[config.mk]
export PLATFORM = sky130hd
export DESIGN_NAME = checksum_neutral_ipv6_address_top
export DESIGN_NICKNAME = d
export VERILOG_FILES = /design/src/cnia_pkg.sv /design/src/checksum_neutral_ipv6_address_top.sv
export SDC_FILE = /design/constraint.sdc
export NUM_CORES = 1
export LEC_CHECK = 0
export ABC_AREA = 1
export BUFFER_PORTS_ARGS = -buffer_cell sky130_fd_sc_hd__buf_2
export CAP_MARGIN = 20
export CORE_UTILIZATION = 30
export CTS_BUF_LIST = sky130_fd_sc_hd__clkbuf_2
export DETAILED_ROUTE_END_ITERATION = 10
export PLACE_DENSITY = 0.55
export SYNTH_ARGS = -nofsm -noshare
export SYNTH_HDL_FRONTEND = slang
export SYNTH_SLANG_ARGS = --single-unit
[constraint.sdc]
create_clock -name clk -period 13.4 [get_ports clk]
set_input_delay 0.67 -clock clk [delete_from_list [all_inputs] [get_ports clk]]
set_output_delay 0.67 -clock clk [all_outputs]
set_load 0.005 [all_outputs]
[src/cnia_pkg.sv]
// Package: byte positions, address type and byte-level helpers for the neutral address former.
`default_nettype none
package cnia_pkg;

	localparam int unsigned FILL_OFFSET        = 8;
	localparam int unsigned FILL_BYTES         = 8;
	localparam int unsigned ADJUST_WITHIN_FILL = 3;

	localparam int unsigned FILL_COUNT = (FILL_BYTES < 8) ? FILL_BYTES : 8;
	localparam int unsigned ADJ_HI     = (FILL_OFFSET + ADJUST_WITHIN_FILL) % 16;
	localparam int unsigned ADJ_LO     = (ADJ_HI + 1) % 16;

	localparam int unsigned WORD_W  = 16;
	localparam int unsigned PART_W  = 18;
	localparam int unsigned GROUPS  = 4;
	localparam int unsigned ACC_W   = 21;
	localparam int unsigned FOLD_W  = 17;

	// Byte 0 of the address sits in the most significant byte.
	typedef logic [0:15][7:0] addr_t;

	typedef logic [0:7][7:0] fill_t;

	typedef logic [PART_W-1:0] part_t;

	function automatic addr_t fill_address(addr_t src, fill_t fill);
		addr_t a;
		a = src;
		for (int unsigned k = 0; k < FILL_COUNT; k++) begin
			a[(FILL_OFFSET + k) % 16] = fill[k];
		end
		return a;
	endfunction

	function automatic logic [WORD_W-1:0] le_word(addr_t a, int unsigned i);
		return {a[2*i+1], a[2*i]};
	endfunction

endpackage
`default_nettype wire

[src/checksum_neutral_ipv6_address_top.sv]
// Top level: three-stage pipeline forming a checksum-neutral IPv6 address.
//
// One request beat per clock: start with busy low is accepted every cycle and busy
// never rises. Each result appears on neutral_high/neutral_low with done high for
// exactly one cycle, behind the s1, s2 and done registers; the receiver cannot stall it.
// The stages are the fill and partial word sums, the final sum with the first fold,
// and the last fold with the adjustment and write-back of the checksum word.
`default_nettype none
module checksum_neutral_ipv6_address_top (
	input  wire logic        clk,
	input  wire logic        arst_n,
	input  wire logic        start,
	output logic             busy,
	input  wire logic [31:0] ipv4_address,
	input  wire logic [63:0] prefix_high,
	input  wire logic [63:0] prefix_low,
	input  wire logic [63:0] source_high,
	input  wire logic [63:0] source_low,
	input  wire logic [63:0] random_fill,
	output logic             done,
	output logic [63:0]      neutral_high,
	output logic [63:0]      neutral_low
);

	localparam int unsigned WW = cnia_pkg::WORD_W;

	logic                          valid_s1;
	cnia_pkg::addr_t               addr_s1;
	logic [WW-1:0]                 mid_s1;
	logic [WW:0]                   s4_s1;
	cnia_pkg::part_t [cnia_pkg::GROUPS-1:0] part_s1;

	logic                          valid_s2;
	cnia_pkg::addr_t               addr_s2;
	logic [cnia_pkg::FOLD_W-1:0]   a_s2;
	logic [cnia_pkg::FOLD_W-1:0]   b_s2;

	cnia_pkg::addr_t               addr_c1;
	cnia_pkg::addr_t               pfx_c1;
	cnia_pkg::part_t [cnia_pkg::GROUPS-1:0] part_c1;
	logic [WW-1:0]                 v4w0_c1;
	logic [WW-1:0]                 v4w1_c1;

	logic [cnia_pkg::ACC_W-1:0]    acc_c2;
	logic [WW:0]                   s4f_c2;

	logic [WW-1:0]                 a_c3;
	logic [WW-1:0]                 b_c3;
	logic [WW-1:0]                 nw_c3;
	cnia_pkg::addr_t               addr_c3;

	assign busy = 1'b0;

	always_comb begin
		addr_c1 = cnia_pkg::fill_address(cnia_pkg::addr_t'({source_high, source_low}),
			cnia_pkg::fill_t'(random_fill));
		pfx_c1  = cnia_pkg::addr_t'({prefix_high, prefix_low});
		v4w0_c1 = {ipv4_address[23:16], ipv4_address[31:24]};
		v4w1_c1 = {ipv4_address[7:0], ipv4_address[15:8]};
		for (int unsigned g = 0; g < cnia_pkg::GROUPS; g++) begin
			part_c1[g] = '0;
			for (int unsigned w = 0; w < 2; w++) begin
				part_c1[g] = part_c1[g]
					+ cnia_pkg::PART_W'(cnia_pkg::le_word(pfx_c1, 2*g + w))
					+ cnia_pkg::PART_W'(cnia_pkg::le_word(addr_c1, 2*g + w));
			end
		end
	end

	always_ff @(posedge clk or negedge arst_n) begin
		if (!arst_n) begin
			valid_s1 <= 1'b0;
		end else begin
			valid_s1 <= start & ~busy;
		end
	end

	always_ff @(posedge clk) begin
		addr_s1 <= addr_c1;
		mid_s1  <= {addr_c1[cnia_pkg::ADJ_HI], addr_c1[cnia_pkg::ADJ_LO]};
		s4_s1   <= (WW+1)'(v4w0_c1) + (WW+1)'(v4w1_c1);
		part_s1 <= part_c1;
	end

	always_comb begin
		acc_c2 = {{(cnia_pkg::ACC_W-WW){1'b0}}, ~mid_s1};
		for (int unsigned g = 0; g < cnia_pkg::GROUPS; g++) begin
			acc_c2 = acc_c2 + cnia_pkg::ACC_W'(part_s1[g]);
		end
		s4f_c2 = (WW+1)'(s4_s1[WW-1:0]) + (WW+1)'(s4_s1[WW]);
	end

	always_ff @(posedge clk or negedge arst_n) begin
		if (!arst_n) begin
			valid_s2 <= 1'b0;
		end else begin
			valid_s2 <= valid_s1;
		end
	end

	always_ff @(posedge clk) begin
		addr_s2 <= addr_s1;
		a_s2    <= cnia_pkg::FOLD_W'(acc_c2[WW-1:0])
			+ cnia_pkg::FOLD_W'(acc_c2[cnia_pkg::ACC_W-1:WW]);
		b_s2    <= s4f_c2;
	end

	always_comb begin
		a_c3 = a_s2[WW-1:0] + WW'(a_s2[cnia_pkg::FOLD_W-1:WW]);
		b_c3 = b_s2[WW-1:0] + WW'(b_s2[cnia_pkg::FOLD_W-1:WW]);
		if (a_c3 > b_c3) begin
			nw_c3 = ~(a_c3 - b_c3);
		end else begin
			nw_c3 = ~(a_c3 - b_c3 - WW'(1));
		end
		addr_c3 = addr_s2;
		addr_c3[cnia_pkg::ADJ_HI] = nw_c3[WW-1:8];
		addr_c3[cnia_pkg::ADJ_LO] = nw_c3[7:0];
	end

	always_ff @(posedge clk or negedge arst_n) begin
		if (!arst_n) begin
			done <= 1'b0;
		end else begin
			done <= valid_s2;
		end
	end

	always_ff @(posedge clk) begin
		{neutral_high, neutral_low} <= addr_c3;
	end

	a_accept_enters: assert property (@(posedge clk) disable iff (!arst_n)
		$past(arst_n) |-> (valid_s1 == $past(start)))
		else $error("accepted beat did not enter stage one");

	a_s2_follows: assert property (@(posedge clk) disable iff (!arst_n)
		$past(arst_n) |-> (valid_s2 == $past(valid_s1)))
		else $error("stage two valid lost or invented");

	a_done_follows: assert property (@(posedge clk) disable iff (!arst_n)
		$past(arst_n) |-> (done == $past(valid_s2)))
		else $error("result strobe lost or invented");

	a_never_busy: assert property (@(posedge clk) disable iff (!arst_n)
		!busy)
		else $error("busy raised");

endmodule
`default_nettype wire
-- Yosys cells after proc, flatten, opt, wreduce, memory -nomap -nowiden
Cells that the tools add are included.
- register bits after elaboration: 494
- input port bits: 355
- output and inout port bits: 130
- logic and storage cells: 69
- add/sub/neg operators: 23
- $lt $le $gt $ge: 1
- multiplexer cells: 1
- bitwise logic cells: 3
- operators with widths (operator ; number):
    $add A16 B16 Y17 ; 5
    $add A17 B16 Y18 ; 4
    $add A18 B16 Y18 ; 4
    $not A16 Y16 ; 3
    $add A16 B1 Y16 ; 2
    $add A20 B18 Y21 ; 1
    $add A21 B18 Y21 ; 1
    $add A19 B18 Y20 ; 1
    $add A16 B18 Y19 ; 1
    $add A16 B1 Y17 ; 1
    $add A16 B5 Y17 ; 1
    $gt A16 B16 Y1 ; 1
    $mux W16 ; 1
    $sub A16 B1 Y16 const B ; 1
    $sub A16 B16 Y16 ; 1

-- Depth between registers and ports, before layout
Gate-level depths: netlist of run 1.
- depth in word-level cells: 6
- mapped depth: 29
- mapped depth without buffers: 29

-- Worst setup path before layout of run 1
OpenSTA, ideal clock, no wires.
- path type: reg-to-reg
- from: reg part_s1[1] (netlist name)
- to: reg a_s2[13] (netlist name)
- library setup time: 0.112 ns
- arrival: 4.434 ns
- data required time: 13.288 ns
- path slack: 8.853 ns
- cell stages (with the launch flop): 29
- path buffers: 0
- clock period less this slack: 4.547 ns
- cell sequence: dfxtp_1 inv_1 fa_1 fa_1 inv_1 fa_1 ha_1 fa_1 nand3_1 nand2_1 nand3_1 nand3_1 nand2_1 nand2_1 nand3_1 nand2_1 xor2_1 ha_1 nand3_1 nand2_1 nand3_1 nand3_1 nand2_1 nor2_2 nand2_2 nor2_4 nand2_1 nand2_1 nand2_1
- cells in the longest elaborated chain, start to end: 5
- ends and longest elaborated chain (what ; line ; RTL):
    start, declared ; checksum_neutral_ipv6_address_top.sv:31 ; cnia_pkg::part_t [cnia_pkg::GROUPS-1:0] part_s1;
    start signal, assigned ; checksum_neutral_ipv6_address_top.sv:82 ; part_s1 <= part_c1;
    $add A16 B18 Y19 ; checksum_neutral_ipv6_address_top.sv:88 ; acc_c2 = acc_c2 + cnia_pkg::ACC_W'(part_s1[g]);
    $add A19 B18 Y20 ; checksum_neutral_ipv6_address_top.sv:88 ;
    $add A20 B18 Y21 ; checksum_neutral_ipv6_address_top.sv:88 ;
    $add A21 B18 Y21 ; checksum_neutral_ipv6_address_top.sv:88 ;
    $add A16 B5 Y17 ; checksum_neutral_ipv6_address_top.sv:104 ; + cnia_pkg::FOLD_W'(acc_c2[cnia_pkg::ACC_W-1:WW]);
    end signal, assigned ; checksum_neutral_ipv6_address_top.sv:103 ; a_s2 <= cnia_pkg::FOLD_W'(acc_c2[WW-1:0])
    end, declared ; checksum_neutral_ipv6_address_top.sv:35 ; logic [cnia_pkg::FOLD_W-1:0] a_s2;
Every way passes these cells.

-- Final worst setup path of run 1
- from: reg part_s1[1] (netlist name)
- to: reg a_s2[12] (netlist name)
Same word-level chain as after synthesis.

==> flow_metrics.env, run 1 <==
export IMPL_status="finished, final reports clean"
export IMPL_synth_top_cells_by_area="sky130_fd_sc_hd__dfxtp_1, sky130_fd_sc_hd__fa_1, sky130_fd_sc_hd__ha_1, sky130_fd_sc_hd__nand2_1, sky130_fd_sc_hd__xor2_1"
export IMPL_cp_data_arrival_time_ns=6.35
export IMPL_post_synth_most_frequent_cells="sky130_fd_sc_hd__dfxtp_1, sky130_fd_sc_hd__nand2_1, sky130_fd_sc_hd__inv_1, sky130_fd_sc_hd__fa_1, sky130_fd_sc_hd__ha_1"
export IMPL_yosys_most_used_dff="sky130_fd_sc_hd__dfxtp_1"
export IMPL_count_of_h_tree_levels_built_during_cts=4
export IMPL_timing_final_crit_period_ns=5.33
export IMPL_final_period_utilization_pct=39.8
export IMPL_die_h_um=266
export IMPL_yosysSeqAreaShare_pct=47.5
export IMPL_required_ns=14.42
export IMPL_grt_setup_unrepaired="false"
export IMPL_grt_max_degree=17
export IMPL_grt_total_usage_pct=15.9
export IMPL_synthesis_nets=2581
export IMPL_worst_setup_path_start_kind="register"
export IMPL_cts_buffers_inserted=133
export IMPL_design_portCount=485
export IMPL_setup_viol_count_final=0
export IMPL_grt_overflow=0
export IMPL_antenna_found_initial=4
export IMPL_numPlacedInstances=3258
export IMPL_fin_hold_ws_ns=0.217
export IMPL_cts_sink_count=494
export IMPL_number_of_max_cap_violations=0
export IMPL_min_delay_path_class="in -> reg"
export IMPL_syn_instance_count=1909
export IMPL_drc_violations=0
export IMPL_totalWireLength_mm=54.8
export IMPL_critical_path_class="reg -> reg"
export IMPL_yosys_cell_types_count=44
export IMPL_setup_worst_path_start="part_s1[1]$_DFF_P_"
export IMPL_hold_path_startpoint="random_fill[29]"
export IMPL_avgSynthCellArea_um2=10.9
export IMPL_synth_enable_flop_cells=0
export IMPL_synth_seq_cells=494
export IMPL_postCtsHoldBufs=334
export IMPL_max_clock_freq_mhz=187
export IMPL_r2r_start="part_s1[1]$_DFF_P_"
export IMPL_placed_area_um2=24100
export IMPL_area_enclosed_by_the_die_boundary_um2=70600
export IMPL_grt_pass1_wl_mm=86.6
export IMPL_globalplace_congestion=0.886
export IMPL_die_x_um=266
export IMPL_final_cell_count_no_fill=3805
export IMPL_rows=96
export IMPL_initialDrtViolationCount=582
export IMPL_number_of_warnings_printed_during_yosys_synthesis=0
export IMPL_crit_path_end_kind="register"
export IMPL_ctsLongestPathBuffers=3
export IMPL_postCtsSetupRepairBufs=0
export IMPL_cell_with_the_most_instances_after_synthesis="sky130_fd_sc_hd__dfxtp_1"
export IMPL_vias_in_the_first_global_route=17332
export IMPL_worst_path_max_fanout=5
export IMPL_ys_async_sr_fraction_pct=0.607
export IMPL_clock_tree_root_cell="sky130_fd_sc_hd__clkbuf_2"
export IMPL_final_cell_area_um2=28600
export IMPL_skew_ns=0.0893
export IMPL_final_antenna_net_count=0
export IMPL_fin_tns_setup_ns=0
export IMPL_syn_area_um2=20800
export IMPL_wire_per_inst_um=14.4
export IMPL_nFillCells=6702
export IMPL_cts_tree="built"
export IMPL_detailed_placer_s_ending_hpwl_mm=42.1
export IMPL_slew_viol_final=0
export IMPL_initial_utilization_pct=30.3
export IMPL_cts_clk_slew_worst_paths_ns=0.10
export IMPL_clkLatencyLatePin_ns=1.21
export IMPL_final_net_count=3468
export IMPL_syn_to_final_growth_pct=37.1
export IMPL_post_synth_top_area_fraction_pct=47.1
export IMPL_viasPerCell=4.18
export IMPL_worst_slew_pin_slew_ns=0.895
export IMPL_port_buffers=419
export IMPL_finalHoldViolations=0
export IMPL_core_area_um2=68700
export IMPL_timing_slew_headroom_pct=39.7
export IMPL_drive_gt1_share_pct=23.6
export IMPL_dr_total_vias=15897
export IMPL_postCtsResizedCells=0
export IMPL_dr_pass1_iters=5
export IMPL_yosys_area_top_type="sky130_fd_sc_hd__dfxtp_1"
[layout by cell type, fill, tap and decap left out, types with 6 or more instances in the layout]
cell type | Yosys | routed
sky130_fd_sc_hd__a21o_1 | 13 | 13
sky130_fd_sc_hd__a21oi_1 | 92 | 92
sky130_fd_sc_hd__a31oi_1 | 11 | 11
sky130_fd_sc_hd__buf_2 | 0 | 419
sky130_fd_sc_hd__clkbuf_2 | 0 | 172
sky130_fd_sc_hd__clkinv_1 | 0 | 17
sky130_fd_sc_hd__clkinv_2 | 0 | 8
sky130_fd_sc_hd__dfxtp_1 | 491 | 491
sky130_fd_sc_hd__dlygate4sd3_1 | 0 | 334
sky130_fd_sc_hd__fa_1 | 182 | 182
sky130_fd_sc_hd__ha_1 | 135 | 135
sky130_fd_sc_hd__inv_1 | 235 | 235
sky130_fd_sc_hd__inv_2 | 8 | 12
sky130_fd_sc_hd__nand2_1 | 286 | 286
sky130_fd_sc_hd__nand2_2 | 26 | 26
sky130_fd_sc_hd__nand3_1 | 92 | 92
sky130_fd_sc_hd__nand4_1 | 17 | 17
sky130_fd_sc_hd__nor2_1 | 72 | 72
sky130_fd_sc_hd__nor2_2 | 9 | 9
sky130_fd_sc_hd__nor3_1 | 9 | 9
sky130_fd_sc_hd__o21ai_0 | 34 | 34
sky130_fd_sc_hd__o21bai_1 | 6 | 6
sky130_fd_sc_hd__xnor2_1 | 34 | 34
sky130_fd_sc_hd__xor2_1 | 102 | 102
[layout make-up]
| class | instances | area (µm²) | share of cell area [%] |
|---|---|---|---|
| Clock inverter | 38 | 259 | 0.906 |
| Tap cell | 931 | 1160 | 4.08 |
| Sequential cell | 494 | 9900 | 34.7 |
| Multi-Input combinational cell | 1171 | 10000 | 35.1 |
| Clock buffer | 172 | 861 | 3.01 |
| Timing Repair Buffer | 753 | 5440 | 19.0 |
| Antenna cell | 3 | 7.51 | 0.0263 |
| Inverter | 243 | 912 | 3.19 |
[flip-flops by register name (all words and copies together), names as in the netlist]
signal	count
addr_c3	112
addr_s1	112
part_s1	72
neutral_high	64
neutral_low	64
a_s2	17
b_s2	17
s4_s1	17
mid_s1	16
done	1
valid_s1	1
valid_s2	1
[critical path: stages, from the launching register on]
cell and delay (ns):
sky130_fd_sc_hd__dfxtp_1 0.32, sky130_fd_sc_hd__inv_1 0.05, sky130_fd_sc_hd__fa_1 0.48, sky130_fd_sc_hd__fa_1 0.49
sky130_fd_sc_hd__inv_1 0.05, sky130_fd_sc_hd__fa_1 0.45, sky130_fd_sc_hd__ha_1 0.23, sky130_fd_sc_hd__fa_1 0.46
sky130_fd_sc_hd__nand3_1 0.10, sky130_fd_sc_hd__nand2_1 0.13, sky130_fd_sc_hd__nand3_1 0.13, sky130_fd_sc_hd__nand3_1 0.13
sky130_fd_sc_hd__nand2_1 0.12, sky130_fd_sc_hd__nand2_1 0.09, sky130_fd_sc_hd__nand3_1 0.08, sky130_fd_sc_hd__nand2_1 0.06
sky130_fd_sc_hd__xor2_1 0.49, sky130_fd_sc_hd__fa_1 0.33, sky130_fd_sc_hd__nand3_1 0.09, sky130_fd_sc_hd__nand2_1 0.10
sky130_fd_sc_hd__nand2_1 0.09, sky130_fd_sc_hd__a21oi_4 0.21, sky130_fd_sc_hd__nand2_1 0.10, sky130_fd_sc_hd__nor2_2 0.18
sky130_fd_sc_hd__nand3_1 0.09, sky130_fd_sc_hd__nand2_1 0.06, sky130_fd_sc_hd__nand2_1 0.06
[through the flow]
| step | util (%) | worst slack (ns) |
|---|---|---|
| global placement | 35.1 | 8.19 |
| finish | 41.6 | 8.07 |
| global route | 41.6 | 7.59 |
| CTS | 41.6 | 8.05 |
| detailed placement | 35.1 | 8.15 |
| floorplan | - | 8.85 |
[worst paths after layout]
check	to	slack [ns]	cells past startpoint
max	a_s2[12]$_DFF_P_	8.07	26
min	mid_s1[5]$_DFF_P_	0.22	2
max reg2reg	a_s2[12]$_DFF_P_	8.07	26
min reg2reg	neutral_high[30]$_DFF_P_	0.29	0
max in group asynchronous	valid_s1$_DFF_PN0_	12.89	3
min in group asynchronous	done$_DFF_PN0_	0.37	3
[metal layers]
metal / share of wire [%] / global-route usage, % / vias up
li1: - / - / 7883
met1: 39 / 17.2 / 7476
met2: 52 / 28.6 / 430
met3: 5.6 / 4.43 / 106
met4: 2.9 / 7.24 / 2
met5: 0.024 / 0 / -
[logic make-up (layout without fill, tap and decap cells)]
family                     Yosys count  after routing  synth area share, %
DFF                                494            494                 47.5
adders and majority gates          317            317                 25.6
other                                1              4               0.0180
AOI/OAI and AO/OA                  173            173                 4.66
and+or+nand+nor                    541            541                 11.8
buffers and inverters              244           1206                 4.41
xor gates and xnor gates           139            139                 6.00
Power of run 1 is left out: the tool's default activity adds up to more than one toggle a clock period on the data nets, which glitch-free logic cannot reach.
==> run 2, diff against run 1 <==
- clock period: 13.4 -> 5.5 ns (I/O delays scaled with it)
==> run 2 against run 1 <==
Effect of this change:
- clock skew decreased by 0.011 ns
- hold slack lost 0.057 ns
- utilization grew 4.3 points
- wire length rose by 8.8%
- design area up 10%
- final cell count is 8.1% higher
- sequential share of layout area decreased by 3.3 points
- first-iteration DRC count up 5.8%
- flip-flop and latch count stayed put
- largest cell class unchanged
- highest routed layer unchanged
==> flow_metrics.env, run 2 (synthesized netlist as in run 1, its figures left out) <==
export IMPL_dr_pass1_iters=5
export IMPL_initial_utilization_pct=30.3
export IMPL_slew_viol_final=0
export IMPL_die_h_um=266
export IMPL_reg2reg_slack_ns=0.48
export IMPL_initialDrtViolationCount=616
export IMPL_rows=96
export IMPL_mostFrequentLayoutCells="sky130_fd_sc_hd__dlygate4sd3_1, sky130_fd_sc_hd__dfxtp_1, sky130_fd_sc_hd__buf_2, sky130_fd_sc_hd__nand2_1, sky130_fd_sc_hd__inv_1"
export IMPL_area_enclosed_by_the_die_boundary_um2=70600
export IMPL_grt_overflow=0
export IMPL_grt_pass1_wl_mm=96.0
export IMPL_wire_per_inst_um=14.5
export IMPL_design_portCount=485
export IMPL_worst_setup_path_start_kind="register"
export IMPL_drive_gt1_share_pct=21.7
export IMPL_skew_ns=0.0782
export IMPL_totalWireLength_mm=59.6
export IMPL_setup_viol_count_final=0
export IMPL_fin_tns_setup_ns=0
export IMPL_finalHoldViolations=0
export IMPL_cp_data_arrival_time_ns=6.11
export IMPL_cts_buffers_inserted=135
export IMPL_required_ns=6.59
export IMPL_crit_path_end_kind="register"
export IMPL_timing_final_crit_period_ns=5.02
export IMPL_critPathMostFrequentCell="sky130_fd_sc_hd__nand2_1"
export IMPL_critical_path_slowest_cell="sky130_fd_sc_hd__fa_1"
export IMPL_clock_tree_root_cell="sky130_fd_sc_hd__clkbuf_2"
export IMPL_cts_clk_slew_worst_paths_ns=0.13
export IMPL_globalplace_congestion=0.844
export IMPL_grt_total_usage_pct=17.4
export IMPL_syn_to_final_growth_pct=51.3
export IMPL_postCtsSetupRepairBufs=0
export IMPL_status="finished, final reports clean"
export IMPL_clkLatencyLatePin_ns=1.23
export IMPL_final_net_count=3762
export IMPL_final_core_utilization_pct=45.9
export IMPL_final_period_utilization_pct=91.3
export IMPL_worst_slew_pin_slew_ns=0.913
export IMPL_max_clock_freq_mhz=199
export IMPL_layout_cells_most_common="sky130_fd_sc_hd__dlygate4sd3_1"
export IMPL_final_antenna_net_count=0
export IMPL_cp_slowest_stage_delay_ns=0.49
export IMPL_number_of_max_cap_violations=0
export IMPL_dr_total_vias=17277
export IMPL_port_buffers=419
export IMPL_drc_violations=0
export IMPL_core_area_um2=68700
export IMPL_viasPerCell=4.20
export IMPL_grt_setup_unrepaired="false"
export IMPL_vias_in_the_first_global_route=19142
export IMPL_count_of_h_tree_levels_built_during_cts=4
export IMPL_critical_path_class="reg -> reg"
export IMPL_grt_max_degree=17
export IMPL_detailed_placer_s_ending_hpwl_mm=42.1
export IMPL_worst_path_max_fanout=6
export IMPL_timing_slew_headroom_pct=38.5
export IMPL_cts_tree="built"
export IMPL_min_delay_path_class="in -> reg"
export IMPL_ctsLongestPathBuffers=3
export IMPL_die_x_um=266
export IMPL_antenna_found_initial=3
export IMPL_cts_sink_count=494
==> run 2: cell types whose count changed in the layout (fill, tap and decap cells not counted) <==
cell	change
sky130_fd_sc_hd__dlygate4sd3_1	+292
sky130_fd_sc_hd__clkbuf_2	+8
sky130_fd_sc_hd__xor2_2	+1
sky130_fd_sc_hd__clkinv_1	+6
sky130_fd_sc_hd__clkinv_2	+3
sky130_fd_sc_hd__inv_6	+4
sky130_fd_sc_hd__clkinv_4	-1
sky130_fd_sc_hd__xor2_1	-1
sky130_fd_sc_hd__bufinv_16	-2
sky130_fd_sc_hd__inv_2	-1
==> run 2: routing by layer <==
metal	global-route usage [%]	vias to the layer above	routed length, µm
met4	8.84	2	2340
li1	-	8494	-
met5	0	-	8
met1	18.7	8182	23200
met3	4.44	147	2980
met2	31.5	452	31100
==> run 2: stage by stage <==
step	instance area [µm²]	setup WS, ns	hold slack, ns	cells
after floorplan	20800	0.953	-0.0206	1909
after global placement	24100	0.423	0.0692	3258
after detailed placement	24100	0.403	0.0713	3258
after CTS	31500	0.401	0.000357	4111
after global routing	31500	0.0851	0.0660	4113
final	31500	0.479	0.160	4114
==> run 2: worst paths after layout <==
| check | from | to | depth (start not counted) |
|---|---|---|---|
| max | part_s1[1]$_DFF_P_ | a_s2[13]$_DFF_P_ | 28 |
| min | prefix_high[28] | part_s1[23]$_DFF_P_ | 7 |
| max reg2reg | part_s1[1]$_DFF_P_ | a_s2[13]$_DFF_P_ | 28 |
| min reg2reg | addr_c3[16]$_DFF_P_ | neutral_low[16]$_DFF_P_ | 0 |
| max in group asynchronous | arst_n | valid_s1$_DFF_PN0_ | 4 |
| min in group asynchronous | arst_n | valid_s2$_DFF_PN0_ | 4 |
==> run 2: final cells by class <==
cell class / instances / area (µm²)
flip-flops and latches: 494 / 9900
clock buffers: 180 / 901
well taps: 931 / 1160
repair buffers: 1045 / 8360
multi-input cells: 1171 / 10000
inverters: 243 / 912
clock inverters: 47 / 259
diodes: 3 / 7.51
fillers: 6446 / 37200
==> run 2: repair_timing <==
action / CTS / global route
resized for setup: 0 / 1
endpoints found under the hold margin: 221 / 0
endpoints found under the setup margin: 0 / 1
hold buffers: 626 / 0
==> run 2: worst max-delay path, delay by kind of cell, from the launching register on <==
kind / cells / cell delay (ns)
fa+ha+maj: 6 / 2.41
simple gates: 19 / 1.91
flops: 1 / 0.32
xor+xnor: 1 / 0.20
buf+inv: 2 / 0.10
Power of run 2 is left out for the same reason.
==> run 3, diff against run 2 <==
--- a/config.mk
+++ b/config.mk
@@ -11,3 +11,3 @@
 export CORE_UTILIZATION = 30
-export CTS_BUF_LIST = sky130_fd_sc_hd__clkbuf_2
+export CTS_BUF_LIST = sky130_fd_sc_hd__clkbuf_8
 export DETAILED_ROUTE_END_ITERATION = 10
--- a/constraint.sdc
+++ b/constraint.sdc
@@ -3,2 +3,2 @@
 set_output_delay 0.275 -clock clk [all_outputs]
-set_load 0.005 [all_outputs]
+set_load 0.02 [all_outputs]
==> run 3 against run 2 <==
Effect of this change:
- sequential share of layout area increased by 4.5 points
- first-iteration DRC count shrank 26%
- hold slack worse by 0.10 ns
- critical path type unchanged
- critical endpoint unchanged
- highest routed layer unchanged
==> flow_metrics.env, run 3 (synthesized netlist as in run 1, its figures left out) <==
export IMPL_worstReg2RegEnd="a_s2[13]$_DFF_P_"
export IMPL_worst_path_max_fanout=6
export IMPL_worst_hold_path_endpoint="s4_s1[1]$_DFF_P_"
export IMPL_grt_pass1_wl_mm=81.9
export IMPL_dr_total_vias=14858
export IMPL_antenna_found_initial=3
export IMPL_required_ns=6.05
export IMPL_critPathMostFrequentCell="sky130_fd_sc_hd__nand2_1"
export IMPL_cts_tree="built"
export IMPL_finalHoldViolations=0
export IMPL_count_of_h_tree_levels_built_during_cts=3
export IMPL_mostFrequentLayoutCells="sky130_fd_sc_hd__dfxtp_1, sky130_fd_sc_hd__buf_2, sky130_fd_sc_hd__nand2_1, sky130_fd_sc_hd__inv_1, sky130_fd_sc_hd__fa_1"
export IMPL_syn_to_final_growth_pct=32.5
export IMPL_area_enclosed_by_the_die_boundary_um2=70600
export IMPL_number_of_max_cap_violations=0
export IMPL_wire_per_inst_um=14.6
export IMPL_ctsLongestPathBuffers=3
export IMPL_r2r_start="part_s1[1]$_DFF_P_"
export IMPL_globalplace_congestion=0.844
export IMPL_reg2reg_slack_ns=0.46
export IMPL_worst_slew_pin_slew_ns=0.946
export IMPL_viasPerCell=4.16
export IMPL_min_delay_path_class="in -> reg"
export IMPL_totalWireLength_mm=52.0
export IMPL_die_x_um=266
export IMPL_fin_tns_setup_ns=0
export IMPL_cp_data_arrival_time_ns=5.59
export IMPL_rows=96
export IMPL_final_antenna_net_count=0
export IMPL_die_h_um=266
export IMPL_hold_path_depth=4
export IMPL_grt_overflow=0
export IMPL_cts_sink_count=494
export IMPL_timing_slew_headroom_pct=36.3
export IMPL_hold_path_startpoint="ipv4_address[9]"
export IMPL_max_clock_freq_mhz=198
export IMPL_grt_total_usage_pct=14.9
export IMPL_clock_tree_root_cell="sky130_fd_sc_hd__clkbuf_8"
export IMPL_grt_max_degree=14
export IMPL_fin_hold_ws_ns=0.0572
export IMPL_status="finished, final reports clean"
export IMPL_crit_path_end_kind="register"
export IMPL_cts_buffers_inserted=86
export IMPL_drc_violations=0
export IMPL_initial_utilization_pct=30.3
export IMPL_setup_viol_count_final=0
export IMPL_vias_in_the_first_global_route=15981
export IMPL_worst_setup_path_start_kind="register"
export IMPL_port_buffers=419
export IMPL_final_net_count=3243
export IMPL_detailed_placer_s_ending_hpwl_mm=42.1
export IMPL_slew_viol_final=0
export IMPL_timing_final_crit_period_ns=5.04
export IMPL_critical_path_class="reg -> reg"
export IMPL_r2r_cells=28
export IMPL_initialDrtViolationCount=454
export IMPL_core_area_um2=68700
export IMPL_design_portCount=485
export IMPL_skew_ns=0.0306
export IMPL_critical_path_slowest_cell="sky130_fd_sc_hd__fa_1"
export IMPL_dr_pass1_iters=5
export IMPL_layout_cells_most_common="sky130_fd_sc_hd__dfxtp_1"
export IMPL_nFillCells=6748
export IMPL_drive_gt1_share_pct=23.7
export IMPL_cts_clk_slew_worst_paths_ns=0.06
export IMPL_grt_setup_unrepaired="false"
export IMPL_clkLatencyLatePin_ns=0.67
export IMPL_cp_slowest_stage_delay_ns=0.49
export IMPL_final_period_utilization_pct=91.6
export IMPL_postCtsSetupRepairBufs=0
## run 3: cell types whose count changed in the layout (fill, tap and decap cells not counted), sizes merged
cell         change
clkinv          -18
diode            -2
dlygate4sd3    -470
bufinv           +6
clkbuf          -71
inv             +13
## run 3: layer usage
metal	global-route usage (%)	wire length [µm]	vias up
met5	0	8	-
met4	6.55	2000	2
met3	3.05	2430	124
met2	26.5	26200	347
met1	17.2	21400	6986
li1	-	-	7399
## run 3: final cells by class
cell class / count / area (µm²) / share of cell area, %
multi-input cells: 1171 / 10000 / 36.3
flip-flops and latches: 494 / 9900 / 35.8
repair buffers: 575 / 3660 / 13.2
clock buffers: 109 / 1500 / 5.43
well taps: 931 / 1160 / 4.22
inverters: 243 / 912 / 3.30
clock inverters: 48 / 453 / 1.64
diodes: 1 / 2.50 / 0.00906
## run 3: repair_timing
item / 4_1_cts / 5_1_grt
gates resized for setup: 0 / 1
hold buffers: 156 / 0
endpoints found under the setup margin: 0 / 2
hold endpoints to repair: 153 / 0
## run 3: how the worst max path moves through the flow
| stage | from | end | depth (start not counted) |
|---|---|---|---|
| 5_1_grt | part_s1[1]$_DFF_P_ | a_s2[13]$_DFF_P_ | 28 |
| 2_1_floorplan | part_s1[1]$_DFF_P_ | a_s2[13]$_DFF_P_ | 28 |
| 3_3_place_gp | part_s1[1]$_DFF_P_ | a_s2[13]$_DFF_P_ | 28 |
| 6_report | part_s1[1]$_DFF_P_ | a_s2[13]$_DFF_P_ | 28 |
| 3_5_place_dp | part_s1[1]$_DFF_P_ | a_s2[13]$_DFF_P_ | 28 |
| 4_1_cts | part_s1[1]$_DFF_P_ | a_s2[13]$_DFF_P_ | 28 |
## run 3: worst max-delay path, delay by kind of cell, from the launching register on
kind                       cells  cell delay (ns)
adders and majority gates      6             2.41
and+or+nand+nor               19             1.90
DFF                            1             0.31
xor gates and xnor gates       1             0.20
buffers and inverters          2             0.10
## run 3: stage by stage
step,setup slack (ns),utilization (%),cell area [µm²],cells
after global placement,0.423,35.1,24100,3258
final,0.462,40.2,27600,3572
after floorplan,0.953,-,20800,1909
after detailed placement,0.403,35.1,24100,3258
after global routing,0.0810,40.2,27600,3572
after CTS,0.336,40.2,27600,3571
Power of run 3 is left out for the same reason.
